==> config.mk <==
export PLATFORM = sky130hd
export DESIGN_NAME = lru_frame_replacer_flat
export DESIGN_NICKNAME = d
export VERILOG_FILES = /design/src/rtl/lfr_pkg.sv /design/src/rtl/lfr_if.sv /design/src/rtl/lfr_ram.sv /design/src/rtl/lfr_ctrl.sv /design/src/rtl/lfr_dpath.sv /design/src/rtl/lru_frame_replacer.sv /design/src/flat_wrapper.sv
export SDC_FILE = /design/constraint.sdc
export NUM_CORES = 1
export LEC_CHECK = 0
export BUFFER_PORTS_ARGS = -buffer_cell sky130_fd_sc_hd__buf_2
export CORE_MARGIN = 2
export CORE_UTILIZATION = 45
export CTS_CLUSTER_DIAMETER = 60
export DETAILED_ROUTE_END_ITERATION = 10
export GPL_TIMING_DRIVEN = 0
export SYNTH_ARGS = -nofsm -noshare
export SYNTH_HDL_FRONTEND = slang
export SYNTH_HIERARCHICAL = 1
export SYNTH_SLANG_ARGS = --single-unit
==> constraint.sdc <==
create_clock -name clk -period 4.5 [get_ports clk]
set_input_delay 0.45 -clock clk [delete_from_list [all_inputs] [get_ports clk]]
set_output_delay 0.45 -clock clk [all_outputs]
set_load 0.02 [all_outputs]
==> src/rtl/lfr_pkg.sv <==
// ---------------------------------------------------------------------------
// lfr_pkg
// Shared types and constants for the LRU frame replacer.
// ---------------------------------------------------------------------------
package lfr_pkg;

	localparam int FRAME_W    = 6;
	localparam int COUNT_W    = 7;
	localparam int FRAME_SPAN = 64;
	localparam int NUM_FRAMES_DEF = 64;

	typedef enum logic [1:0] {
		ACT_VICTIM = 2'd0,
		ACT_PIN    = 2'd1,
		ACT_UNPIN  = 2'd2,
		ACT_NOP    = 2'd3
	} action_t;

	typedef struct packed {
		logic start;
		logic exec;
	} lfr_cmd_t;

endpackage

==> src/rtl/lfr_if.sv <==
// ---------------------------------------------------------------------------
// lfr_if
// Request and response channels of the LRU frame replacer.
// ---------------------------------------------------------------------------
interface lfr_req_if;
	logic       valid;
	logic       ready;
	logic [1:0] action;
	logic [5:0] frame;

	modport source(output valid, action, frame, input ready);
	modport sink(input valid, action, frame, output ready);
endinterface

interface lfr_rsp_if;
	logic       valid;
	logic       ready;
	logic       found;
	logic [5:0] victim_frame;
	logic [6:0] count;

	modport source(output valid, found, victim_frame, count, input ready);
	modport sink(input valid, found, victim_frame, count, output ready);
endinterface

==> src/rtl/lfr_ram.sv <==
// ---------------------------------------------------------------------------
// lfr_ram
// Generic single write port RAM with registered read.
// ---------------------------------------------------------------------------
module lfr_ram #(
	parameter int WIDTH = 8,
	parameter int DEPTH = 64
) (
	input  logic                     clk,
	input  logic                     we,
	input  logic [$clog2(DEPTH)-1:0] waddr,
	input  logic [WIDTH-1:0]         wdata,
	input  logic                     re,
	input  logic [$clog2(DEPTH)-1:0] raddr,
	output logic [WIDTH-1:0]         rdata
);

	logic [WIDTH-1:0] mem_q [DEPTH];

	always_ff @(posedge clk) begin
		if (we) begin
			mem_q[waddr] <= wdata;
		end
		if (re) begin
			rdata <= mem_q[raddr];
		end
	end

endmodule

==> src/rtl/lfr_ctrl.sv <==
// ---------------------------------------------------------------------------
// lfr_ctrl
// Request sequencer: accept, execute, hold result word until taken.
// ---------------------------------------------------------------------------
module lfr_ctrl
	import lfr_pkg::*;
(
	input  logic     clk,
	input  logic     arst_n,
	input  logic     req_valid,
	output logic     req_ready,
	output logic     rsp_valid,
	input  logic     rsp_ready,
	output lfr_cmd_t cmd
);

	typedef enum logic [1:0] {
		ST_IDLE = 2'b01,
		ST_EXEC = 2'b10
	} state_t;

	state_t state_q;
	logic   out_valid_q;

	assign req_ready = (state_q == ST_IDLE) && (!out_valid_q || rsp_ready);
	assign cmd.start = req_valid && req_ready;
	assign cmd.exec  = (state_q == ST_EXEC);
	assign rsp_valid = out_valid_q;

	always_ff @(posedge clk or negedge arst_n) begin
		if (!arst_n) begin
			state_q     <= ST_IDLE;
			out_valid_q <= 1'b0;
		end else begin
			unique case (state_q)
				ST_IDLE: begin
					if (cmd.start) begin
						state_q <= ST_EXEC;
					end
				end
				ST_EXEC: begin
					state_q <= ST_IDLE;
				end
				default: begin
					state_q <= ST_IDLE;
				end
			endcase
			if (cmd.exec) begin
				out_valid_q <= 1'b1;
			end else if (rsp_ready) begin
				out_valid_q <= 1'b0;
			end
		end
	end

endmodule

==> src/rtl/lfr_dpath.sv <==
// ---------------------------------------------------------------------------
// lfr_dpath
// Member bits, end pointers, count and the two link RAMs of the recency list.
// ---------------------------------------------------------------------------
module lfr_dpath
	import lfr_pkg::*;
#(
	parameter int NUM_FRAMES = NUM_FRAMES_DEF
) (
	input  logic               clk,
	input  logic               arst_n,
	input  lfr_cmd_t           cmd,
	input  logic [1:0]         action,
	input  logic [FRAME_W-1:0] frame,
	output logic               found,
	output logic [FRAME_W-1:0] victim_frame,
	output logic [COUNT_W-1:0] count
);

	localparam int DEPTH = (NUM_FRAMES < FRAME_SPAN) ? NUM_FRAMES : FRAME_SPAN;
	localparam int IDX_W = $clog2(DEPTH);
	localparam logic [FRAME_W:0] LIMIT = (FRAME_W + 1)'(DEPTH);

	logic [DEPTH-1:0]   member_q;
	logic [IDX_W-1:0]   newest_q;
	logic [IDX_W-1:0]   oldest_q;
	logic [COUNT_W-1:0] count_q;
	logic               found_q;
	logic [FRAME_W-1:0] vf_q;

	action_t            act_s1;
	logic [IDX_W-1:0]   idx_s1;
	logic               in_range_s1;

	logic [IDX_W+FRAME_W-1:0] frame_ext;
	logic [IDX_W-1:0]         frame_idx;
	logic [IDX_W-1:0]         rd_addr;
	logic [IDX_W-1:0]         older_rd;
	logic [IDX_W-1:0]         newer_rd;
	logic [IDX_W+FRAME_W-1:0] oldest_ext;

	logic             older_we;
	logic [IDX_W-1:0] older_waddr;
	logic [IDX_W-1:0] older_wdata;
	logic             newer_we;
	logic [IDX_W-1:0] newer_waddr;
	logic [IDX_W-1:0] newer_wdata;

	logic             do_drop;
	logic             do_add;
	logic [IDX_W-1:0] drop_idx;

	assign frame_ext  = {{IDX_W{1'b0}}, frame};
	assign frame_idx  = frame_ext[IDX_W-1:0];
	assign rd_addr    = (action_t'(action) == ACT_VICTIM) ? oldest_q : frame_idx;
	assign oldest_ext = {{FRAME_W{1'b0}}, oldest_q};

	always_comb begin
		do_drop  = 1'b0;
		do_add   = 1'b0;
		drop_idx = idx_s1;
		unique case (act_s1)
			ACT_VICTIM: begin
				do_drop  = (count_q != '0);
				drop_idx = oldest_q;
			end
			ACT_PIN:   do_drop = in_range_s1 && member_q[idx_s1];
			ACT_UNPIN: do_add  = in_range_s1 && !member_q[idx_s1];
			ACT_NOP:   ;
			default:   ;
		endcase
	end

	// link write-back: unlink on drop, append on add
	always_comb begin
		older_we    = 1'b0;
		older_waddr = newer_rd;
		older_wdata = older_rd;
		newer_we    = 1'b0;
		newer_waddr = older_rd;
		newer_wdata = newer_rd;
		if (cmd.exec && do_drop && (count_q > COUNT_W'(1))) begin
			older_we = (drop_idx != newest_q);
			newer_we = (drop_idx != oldest_q);
		end else if (cmd.exec && do_add && (count_q != '0)) begin
			newer_we    = 1'b1;
			newer_waddr = newest_q;
			newer_wdata = idx_s1;
			older_we    = 1'b1;
			older_waddr = idx_s1;
			older_wdata = newest_q;
		end
	end

	lfr_ram #(.WIDTH(IDX_W), .DEPTH(DEPTH)) u_older_ram (
		.clk   (clk),
		.we    (older_we),
		.waddr (older_waddr),
		.wdata (older_wdata),
		.re    (cmd.start),
		.raddr (rd_addr),
		.rdata (older_rd)
	);

	lfr_ram #(.WIDTH(IDX_W), .DEPTH(DEPTH)) u_newer_ram (
		.clk   (clk),
		.we    (newer_we),
		.waddr (newer_waddr),
		.wdata (newer_wdata),
		.re    (cmd.start),
		.raddr (rd_addr),
		.rdata (newer_rd)
	);

	always_ff @(posedge clk) begin
		if (cmd.start) begin
			act_s1      <= action_t'(action);
			idx_s1      <= frame_idx;
			in_range_s1 <= ({1'b0, frame} < LIMIT);
		end
		if (cmd.exec) begin
			found_q <= (act_s1 == ACT_VICTIM) && do_drop;
			vf_q    <= ((act_s1 == ACT_VICTIM) && do_drop) ?
				oldest_ext[FRAME_W-1:0] : '0;
		end
	end

	always_ff @(posedge clk or negedge arst_n) begin
		if (!arst_n) begin
			member_q <= '0;
			newest_q <= '0;
			oldest_q <= '0;
			count_q  <= '0;
		end else if (cmd.exec) begin
			if (do_drop) begin
				member_q[drop_idx] <= 1'b0;
				if (count_q <= COUNT_W'(1)) begin
					newest_q <= '0;
					oldest_q <= '0;
					count_q  <= '0;
				end else begin
					if (drop_idx == newest_q) begin
						newest_q <= older_rd;
					end
					if (drop_idx == oldest_q) begin
						oldest_q <= newer_rd;
					end
					count_q <= count_q - COUNT_W'(1);
				end
			end else if (do_add) begin
				member_q[idx_s1] <= 1'b1;
				newest_q         <= idx_s1;
				if (count_q == '0) begin
					oldest_q <= idx_s1;
				end
				count_q <= count_q + COUNT_W'(1);
			end
		end
	end

	assign found        = found_q;
	assign victim_frame = vf_q;
	assign count        = count_q;

endmodule

==> src/rtl/lru_frame_replacer.sv <==
// ---------------------------------------------------------------------------
// lru_frame_replacer
// Keeps evictable frames in unpin order; serves pin, unpin and victim words.
// ---------------------------------------------------------------------------
// For each request word, the accept cycle reads the older and
// newer link RAMs at the addressed frame (the oldest frame for a victim
// request), and the next cycle writes the links back, updates the end
// pointers, member bits and count, and loads the response register. One
// request is in flight at a time; a new one is accepted as soon as the
// response register is empty or being taken. Frames at or above NUM_FRAMES
// are ignored by pin and unpin.
module lru_frame_replacer
	import lfr_pkg::*;
#(
	parameter int NUM_FRAMES = NUM_FRAMES_DEF
) (
	input logic       clk,
	input logic       arst_n,
	lfr_req_if.sink   req,
	lfr_rsp_if.source rsp
);

	lfr_cmd_t cmd;

	lfr_ctrl u_ctrl (
		.clk       (clk),
		.arst_n    (arst_n),
		.req_valid (req.valid),
		.req_ready (req.ready),
		.rsp_valid (rsp.valid),
		.rsp_ready (rsp.ready),
		.cmd       (cmd)
	);

	lfr_dpath #(.NUM_FRAMES(NUM_FRAMES)) u_dpath (
		.clk          (clk),
		.arst_n       (arst_n),
		.cmd          (cmd),
		.action       (req.action),
		.frame        (req.frame),
		.found        (rsp.found),
		.victim_frame (rsp.victim_frame),
		.count        (rsp.count)
	);

endmodule
==> src/flat_wrapper.sv <==
// flat-port wrapper written by rule: the top's interface ports become plain ports
module lru_frame_replacer_flat import lfr_pkg::*;
#(
	parameter int NUM_FRAMES = NUM_FRAMES_DEF
)
  (clk, arst_n, req_valid, req_action, req_frame, req_ready, rsp_valid, rsp_found, rsp_victim_frame, rsp_count, rsp_ready);
  lfr_req_if req_i ();
  lfr_rsp_if rsp_i ();
  input logic clk;
  input logic arst_n;
  input wire logic [$bits(req_i.valid)-1:0] req_valid;
  input wire logic [$bits(req_i.action)-1:0] req_action;
  input wire logic [$bits(req_i.frame)-1:0] req_frame;
  output wire logic [$bits(req_i.ready)-1:0] req_ready;
  output wire logic [$bits(rsp_i.valid)-1:0] rsp_valid;
  output wire logic [$bits(rsp_i.found)-1:0] rsp_found;
  output wire logic [$bits(rsp_i.victim_frame)-1:0] rsp_victim_frame;
  output wire logic [$bits(rsp_i.count)-1:0] rsp_count;
  input wire logic [$bits(rsp_i.ready)-1:0] rsp_ready;
  assign req_i.valid = req_valid;
  assign req_i.action = req_action;
  assign req_i.frame = req_frame;
  assign req_ready = req_i.ready;
  assign rsp_valid = rsp_i.valid;
  assign rsp_found = rsp_i.found;
  assign rsp_victim_frame = rsp_i.victim_frame;
  assign rsp_count = rsp_i.count;
  assign rsp_i.ready = rsp_ready;
  lru_frame_replacer #(.NUM_FRAMES(NUM_FRAMES)) u_core (.clk(clk), .arst_n(arst_n), .req(req_i), .rsp(rsp_i));
endmodule
# After elaboration in Yosys (flattened, before gate mapping)
# Memory sizes are Yosys's and may differ from the RTL's. A register that Yosys moved wholly into a read port is not among the register bits.
# Cells that the tools add are included.
classes:
  reduce_logical: 22
  n_eq_ne: 11
  n_mul: 0
  n_addsub: 2
  shifts: 0
  order_cmp: 6
  n_mux: 39
  div_mod_pow: 0
  bitwise: 3
op_table:
  columns: ["operator", "count"]
  rows:
  - ["$mux 64", 2]
  - ["$mux 6", 15]
  - ["$and 64x64->64", 1]
  - ["$not 64->64", 1]
  - ["$or 64x64->64", 1]
  - ["$mux 7", 3]
  - ["$lt 6x7->1 const B", 2]
  - ["$mux 1", 13]
  - ["$demux 1 s6", 2]
  - ["$eq 6x6->1", 2]
  - ["$ge 6x1->1 const B", 2]
  - ["$ne 6x6->1", 2]
  - ["$logic_and 1x1->1", 9]
  - ["$add 7x1->7 const B", 1]
  - ["$gt 7x1->1 const B", 1]
  - ["$le 7x1->1 const B", 1]
  - ["$logic_not 7->1", 1]
  - ["$reduce_bool 7->1", 1]
  - ["$sub 7x1->7 const B", 1]
  - ["$bmux 1 s6", 1]
  - ["$ne 3x1->1 const B", 2]
  - ["$reduce_bool 2->1", 3]
  - ["$eq 2x1->1 const B", 2]
  - ["$eq 2x2->1 const B", 2]
  - ["other kinds (9)", 12]
totals:
  register_bits: 101
  inputBits: 12
  mem_bits_rw: 768
  latch_bits: 0
  n_memories: 2
  rom_bits: 0
  elab_cells: 95
memory_table:
  columns: ["name", "words", "width", "read_ports", "rd_clocked_by_memory_dff", "write_ports", "line_no", "source"]
  rows:
  - ["u_core.u_dpath.u_newer_ram.mem_q", 64, 6, 1, 1, 1, "lfr_ram.sv:18", "logic [WIDTH-1:0] mem_q [DEPTH];"]
  - ["u_core.u_dpath.u_older_ram.mem_q", 64, 6, 1, 1, 1, "lfr_ram.sv:18", null]

# Depth between registers and ports, before layout
# Gate-level depths: netlist of the first run.
logic_depth:
  word_depth: 10
  mapped_depth: 16
  ltp_nobuf: 12

# Cells and area by module
# Netlist of the first run, hierarchy kept.
by_module_without_submodules:
  columns: ["module", "area_per_inst_um2", "instances", "cells_per_inst"]
  rows:
  - ["lfr_ram", 15285.9, 2, 720]
  - ["lfr_dpath", 5645.4, 1, 596]
  - ["lfr_ctrl", 136.4, 1, 11]

# Worst setup path after synthesis of the first run
# No wires, ideal clock.
synth_timing:
  path_type: "flip-flop to flip-flop"
  startpoint: "register u_core.u_dpath.idx_s1[2]"
  endpoint: "memory u_core/u_dpath/u_older_ram/mem_q[59][0] (netlist name), enable pin"
  synth_period_minus_slack_ns: 4.450
  path_stages_with_launch: 16
  setup_slack_ns: 0.050
  path_buffers: 4
  setup_time_ns: 0.350
  arrival_ns: 4.100
  required_ns: 4.150
  path_cell_list: "edfxtp_1 buf_4 buf_2 and3_1 o211ai_1 o221ai_1 nor4_4 nand4_4 nor2_4 nand2_1 buf_2 mux2_2 clkbuf_1 nor2b_1 nand3_1 nor2_1"
synth_lines:
  columns: ["element", "line_no", "source"]
  rows:
  - ["start, declared", "lfr_dpath.sv:32", "logic [IDX_W-1:0] idx_s1;"]
  - ["start signal, assigned", "lfr_dpath.sv:118", "idx_s1 <= frame_idx;"]
  - ["$bmux 1 s6 *", "lfr_dpath.sv:67, lfr_dpath.sv:68", null]
  - ["$mux 1 (implied by the code) *", "lfr_dpath.sv:67, lfr_dpath.sv:68", null]
  - ["$logic_not 1->1", "lfr_dpath.sv:68", "ACT_UNPIN: do_add = in_range_s1 && !member_q[idx_s1];"]
  - ["$mux 1", "lfr_dpath.sv:62", "unique case (act_s1)"]
  - ["$logic_and 1x1->1 (2 in series)", "lfr_dpath.sv:85", "end else if (cmd.exec && do_add && (count_q != '0)) begin"]
  - ["$mux 6", null, null]
  - ["$mux 6 *", null, null]
  - ["named net u_core.u_dpath.newer_wdata[1]", "lfr_dpath.sv:47", "logic [IDX_W-1:0] newer_wdata;"]
  - ["end, declared", "lfr_ram.sv:18", null]
# The timed path passes the listed nets; every way through them passes the cells marked *. The select of a mux whose other input is x is not followed.

# Final worst setup path of the first run
layout_timing:
  startpoint: "register u_core.u_dpath.idx_s1[0]"
  endpoint: "memory u_core/u_dpath/u_older_ram/mem_q[19][0] (netlist name), enable pin"
# Same word-level chain as after synthesis.

==> qor.yml, run 1 <==
crit_path_max_fanout: 23
grt_pass1_wl_um: 144000
ir_worst_vdd_uv: 324
finalHoldViolCount: 0
gr-usage-met1_pct: 33.2
cp_data_arrival_time_ns: 4.76
status: "finished clean"
cts_tree: "done"
register_area_um2: 26000
fin_area_um2: 43000
portBuffers: 27
r2r_slack_ns: 0.06
cap_viol_max_count: 0
grt_pass1_vias: 21176
wl_per_cell_um: 29.6
hpwl_um: 58600
max-slew-margin-rel_pct: 22.0
yosys_register_bits: 881
cts.clk_slew.worst_paths_ns: 0.06
critPathLaunchType: "flop"
drive_above_1_share_pct: 31.1
postRouteAntennaNets: 0
path_class: "reg2reg"
diodes: 0
dieHeight_um: 288
dieArea_um2: 83100
cts.sinks: 881
busiest_layer: "met2"
rsz0062_at_grt: "false"
clk_path_buf_depth: 3
fillers: 6238
max_freq_ghz: 0.225
area_growth_pct: 18.2
core_um2: 80300
syn-num-nets: 2062
synth_area_leaders: "edfxtp_1 66%, mux4_2 11%, dfrtp_1 5.9%, nor2_1 1.7%, mux2_2 1.5%"
ys_warn_count: 6
tightest_slew_ns: 1.16
fin_tns_setup_ns: 0
num_io_pins: 28
required_ns: 4.82
start_util_pct: 45.3
timing.hold.ws_ns: 0.0460
clock_latency_ns: 0.67
end_kind: "flop"
synth_edf_count: 795
synth_top_area_share_pct: 65.7
hp-start: "req_frame[2]"
hp-class: "in2reg"
vias: 21212
synth_area_um2: 36400
antenna_found_initial: 1
yosysMostFrequentCell: "edfxtp_1"
avgSynthCellArea_um2: 17.8
hold_end: "u_core/u_dpath/idx_s1[2]"
met2_usage_pct: 38.3
synth-seq-area-share_pct: 71.6
grt_max_degree: 74
slew_viol_final: 0
setup_viol: 0
power_density_nw_per_um2: 479
power.leakage_nw: 13.9
yosys_most_used_dff: "edfxtp_1"
r2r_end: "u_core/u_dpath/u_older_ram/mem_q[19][0]"
drc: 0
r2r_cells: 14
die_w_um: 288
dr.pass1.iters: 9
fin_crit_sh_pct: 98.7
r2r_start: "u_core/u_dpath/idx_s1[0]"
place_area_um2: 37800
nets: 2229
std_cell_rows: 104
wirelength_um: 99300
h-tree-depth: 3
grt_overflow: 0
numCtsBuffers: 93
viasPerCell: 6.33
synthArstFlopShare_pct: 9.76
gp_congestion: 0.952
skew_ns: 0.0365
use_met3_pct: 4.24
synth_common_cells: "795 x edfxtp_1, 174 x mux4_2, 162 x nor2_1"
root_buffer: "clkbuf_16"
whs_path_depth: 1
netlist_instances: 2047
synth_cell_types: 78
multi_input_area_um2: 11300
grt.total_usage_pct: 24.0
timing.final.crit_period_ns: 4.44
yosys.area.top_type: "edfxtp_1"
drtIter0Drc: 2510
utilization_pct: 53.5
[state kept, by name, indices dropped and copies added, names as in the netlist, 2 cells and up]
name,flops
u_core/u_dpath/oldest_q,6
u_core/u_dpath/u_newer_ram/rdata,6
u_core/u_dpath/member_q,64
u_core/u_ctrl/state_q,2
u_core/u_dpath/idx_s1,6
u_core/u_dpath/u_newer_ram/mem_q,384
u_core/u_dpath/count,7
u_core/u_dpath/act_s1,2
u_core/u_dpath/victim_frame,6
u_core/u_dpath/u_older_ram/mem_q,384
u_core/u_dpath/u_older_ram/rdata,6
u_core/u_dpath/newest_q,6
[how the worst max path moves through the flow]
| stage | startpoint | end | slack [ns] | depth (start not counted) |
|---|---|---|---|---|
| 6_report | u_core/u_dpath/idx_s1[0] | u_core/u_dpath/u_older_ram/mem_q[19][0] | 0.06 | 14 |
| 5_1_grt | u_core/u_dpath/idx_s1[0] | u_core/u_dpath/u_older_ram/mem_q[11][0] | 0.001 | 14 |
| 4_1_cts | u_core/u_dpath/idx_s1[3] | u_core/u_dpath/u_newer_ram/mem_q[49][0] | 0.004 | 16 |
| 3_5_place_dp | u_core/u_dpath/idx_s1[2] | u_core/u_dpath/u_older_ram/mem_q[45][1] | -2.20 | 14 |
| 3_3_place_gp | u_core/u_dpath/idx_s1[2] | u_core/u_dpath/u_newer_ram/mem_q[45][2] | -2.02 | 14 |
| 2_1_floorplan | u_core/u_dpath/idx_s1[2] | u_core/u_dpath/u_older_ram/mem_q[59][0] | 0.05 | 15 |
[layout make-up]
type	count	area share, %
inverter	16	0.143
sequential	881	60.6
clock inverter	54	1.35
tap	1060	3.09
clock buffer	116	5.71
timing repair buffer	71	1.36
buffer	96	1.50
multi-input combinational	1055	26.3
[power by group]
part	switching [W]	internal (W)
registers	0.000264	0.00937
clock network	0.00324	0.00433
logic	0.00221	0.00117
[cell families after synthesis]
family,share of synthesized area [%]
flops,71.6
simple gates,6.25
mux,14.6
compound gates,5.31
buf+inv,1.94
xor+xnor,0.193
fa+ha+maj,0.103
[metrics by stage]
stage | setup WS (ns) | power, W | cells
after floorplan | 0.0496 | 0.0116 | 2047
after global placement | -2.02 | 0.0127 | 3134
after detailed placement | -2.20 | 0.0128 | 3135
after CTS | 0.00368 | 0.0206 | 3341
after global routing | 0.00122 | 0.0212 | 3349
final | 0.0603 | 0.0206 | 3349
[layer usage]
metal  part of all wire (%)  vias to the layer above
met5                      0                        -
met4                    4.0                        0
met3                    8.0                      242
met2                     48                     1097
met1                     40                    11184
li1                       -                     8689
[layout by cell type (no fill, tap or decap), drive strengths merged, types with 5 or more instances in the layout]
cell type  netlist  final
nand4           17     17
dfrtp           85     85
nand2           99     99
mux2i           48     48
a22oi           15     15
and3            19     19
a22o            13     13
or3             12     12
a32o             7      7
nor4             9      9
a221oi          10     10
o22ai           29     29
a211oi          17     17
mux4           186    186
nor2           163    163
nand3           40     40
mux2            53     68
inv             15     23
bufinv           0      7
edfxtp         795    795
o221ai          20     20
nor3            27     27
a41oi            6      6
nor2b           20     20
nor3b            5      5
xnor2            5      5
o22a            13     13
nand3b           9      9
clkbuf          47    150
or2              8      8
clkinv           1     36
nand2b          13     13
a21oi           24     24
o21ai          106    106
buf             63    129
[critical path, stage by stage (launching register included)]
cell and delay, ns:
edfxtp_1 0.36, buf_2 0.19, nor2b_1 0.14, clkbuf_4 0.20
a221oi_1 0.40, nor3_2 0.11, nor4_4 0.41, nand4_4 0.18
nor2_4 0.20, nand2_4 0.20, buf_12 0.28, mux2_8 0.41
nor2b_2 0.32, nand3_4 0.32, nor2_4 0.35
[what timing repair did]
item | in CTS | in global routing
endpoints found under the hold margin | 36 | 0
pin swaps | 18 | 5
setup buffers | 33 | 6
gates resized for setup | 338 | 28
hold buffers | 4 | 0
setup endpoints to repair | 1536 | 768
cloned | 13 | 2
No activity file was read; power rests on OpenSTA's default activity.
==> run 2: changes to the inputs <==
MAX_ROUTING_LAYER = met4   (was default)
==> run 2 against run 1 <==
Against the previous run: utilization rose by 0.38 points; maximum frequency rose by 1.9%; die area did not move; routed wire length barely moved; highest routed layer unchanged; critical path depth rose by 1; via count fell by 0.23%; largest power group unchanged; setup slack improved by 0.084 ns.
==> qor.yml, run 2 (synthesis results as in run 1) <==
slew_viol_final: 0  # unchanged
fin_crit_sh_pct: 96.8  # was 98.7%
max-slew-margin-rel_pct: 25.7  # was 22.0%
diodes: 0  # unchanged
clock_latency_ns: 0.68  # was 0.67 ns
p_clk_share_pct: 37.8  # was 36.8%
hp-class: "in2reg"  # unchanged
p_int_w: 0.0152  # was 0.0149 W
dr.pass1.iters: 5  # was 9
power.leakage_nw: 14.0  # was 13.9 nW
fin_area_um2: 43300  # was 43000 um2
drc: 0  # unchanged
critPathLaunchType: "flop"  # unchanged
numCtsBuffers: 97  # was 93
viasPerCell: 6.28  # was 6.33
wirelength_um: 99200  # was 99300 um
start_util_pct: 45.3  # unchanged
switching_share_pct: 27.5  # was 27.8%
final_cell_mix: "795 x edfxtp_1, 174 x mux4_2, 122 x nor2_4"  # was 795 x edfxtp_1, 174 x mux4_2, 119 x nor2_4
vias: 21164  # was 21212
cts.clk_slew.worst_paths_ns: 0.06  # about the same
cap_viol_max_count: 0  # unchanged
setup_viol: 0  # unchanged
reg_top3: "u_core/u_dpath/u_newer_ram/mem_q: 384 flops, u_core/u_dpath/u_older_ram/mem_q: 384 flops, u_core/u_dpath/member_q: 64 flops"  # unchanged
layout_commonest_cell: "edfxtp_1"  # unchanged
path_class: "reg2reg"  # unchanged
crit_path_max_fanout: 36  # was 23
cts.sinks: 881  # unchanged
required_ns: 4.83  # was 4.82 ns
h-tree-depth: 3  # unchanged
hpwl_um: 58200  # was 58600 um
p_seq_share_pct: 45.9  # was 46.8%
grt_overflow: 0  # unchanged
rsz0062_at_grt: "false"  # unchanged
root_buffer: "clkbuf_16"  # unchanged
max_freq_ghz: 0.230  # was 0.225 GHz
power_density_nw_per_um2: 484  # was 479 nW/um2
ir_worst_vdd_uv: 323  # was 324 uV
dieHeight_um: 288  # unchanged
grt_pass1_wl_um: 144000  # about the same
core_um2: 80300  # unchanged
wl_per_cell_um: 29.4  # was 29.6 um
grt_max_degree: 74  # unchanged
power.switching_w: 0.00576  # was 0.00571 W
nets: 2242  # was 2229
utilization_pct: 53.9  # was 53.5%
grt.total_usage_pct: 24.7  # was 24.0%
postRouteAntennaNets: 0  # unchanged
finalHoldViolCount: 0  # unchanged
drtIter0Drc: 2293  # was 2510
clk_path_buf_depth: 3  # unchanged
timing.hold.ws_ns: 0.0551  # was 0.0460 ns
status: "finished clean"  # unchanged
tightest_slew_ns: 1.11  # was 1.16 ns
timing.final.crit_period_ns: 4.36  # was 4.44 ns
comb_power_share_pct: 16.2  # was 16.4%
antenna_found_initial: 3  # was 1
area_growth_pct: 19.0  # was 18.2%
drive_above_1_share_pct: 31.1  # about the same
place_area_um2: 37800  # unchanged
dieArea_um2: 83100  # unchanged
skew_ns: 0.0551  # was 0.0365 ns
std_cell_rows: 104  # unchanged
grt_pass1_vias: 21409  # was 21176
gp_congestion: 0.953  # was 0.952
num_io_pins: 28  # unchanged
cp_data_arrival_time_ns: 4.69  # was 4.76 ns
cts_tree: "done"  # unchanged
end_kind: "flop"  # unchanged
portBuffers: 27  # unchanged
die_w_um: 288  # unchanged
==> run 2: cell type report <==
type                            count  area, um2
Inverter                           16       61.3
Tap cell                         1060       1330
Timing Repair Buffer               80        708
Buffer                             96        641
Fill cell                        6209      37000
Multi-Input combinational cell   1055      11300
Sequential cell                   881      26000
Clock inverter                     63        696
Clock buffer                      119       2540
==> run 2: what timing repair did <==
item	4_1_cts	5_1_grt
endpoints found under the hold margin	33	0
resized for setup	340	16
gates cloned	13	3
hold buffers	4	0
pin swaps	21	10
setup endpoints to repair	1508	665
setup buffers	41	6
==> run 2: stage by stage <==
stage	TNS [ns]	instances	total power (W)	setup slack, ns
floorplan	0	2047	0.0116	0.0496
global placement	-1422.49	3134	0.0127	-2.00
detailed placement	-1566.45	3135	0.0128	-2.15
CTS	0	3361	0.0210	0.0394
global route	0	3370	0.0216	0.00930
finish	0	3370	0.0209	0.144
==> run 2: path summary, 6_finish.rpt <==
| kind | startpoint | end | slack, ns | cells past startpoint |
|---|---|---|---|---|
| max in group asynchronous | arst_n | u_core/u_dpath/oldest_q[4] | 3.57 | 3 |
| hold / removal | req_frame[1] | u_core/u_dpath/idx_s1[1] | 0.06 | 1 |
| setup / recovery | u_core/u_dpath/idx_s1[0] | u_core/u_dpath/u_older_ram/mem_q[31][3] | 0.14 | 15 |
| min in group asynchronous | arst_n | u_core/u_dpath/member_q[41] | 0.27 | 2 |
| setup reg to reg | u_core/u_dpath/idx_s1[0] | u_core/u_dpath/u_older_ram/mem_q[31][3] | 0.14 | 15 |
| hold reg to reg | u_core/u_dpath/member_q[2] | u_core/u_dpath/member_q[2] | 0.50 | 2 |
==> run 2: per-layer routing <==
| layer | track usage, % | wire length (um) | vias to the layer above |
|---|---|---|---|
| li1 | - | - | 8722 |
| met2 | 38.9 | 48100 | 1092 |
| met5 | - | 0 | - |
| met3 | 4.31 | 8070 | 228 |
| met1 | 32.6 | 39500 | 11122 |
| met4 | 8.58 | 3520 | 0 |
==> run 2: power groups by stage <==
stage	Sequential, W	Clock, W	Combinational [W]
after CTS	0.00961	0.00806	0.00333
final	0.00963	0.00793	0.00340
after detailed placement	0.00973	0	0.00302
after floorplan	0.00967	0	0.00192
after global placement	0.00972	0	0.00296
after global routing	0.00963	0.00838	0.00355
==> run 2: worst max-delay path, stage by stage, from the launching register on <==
cell and delay, ns:
edfxtp_1 0.35, buf_2 0.19, buf_4 0.22, and2_1 0.21
a22oi_1 0.20, o221ai_1 0.23, nor4_4 0.45, nand4_4 0.18
nor2_4 0.22, nand2_8 0.16, buf_16 0.24, mux2_8 0.48
nand4_1 0.15, buf_4 0.23, buf_4 0.16, nor2_2 0.31
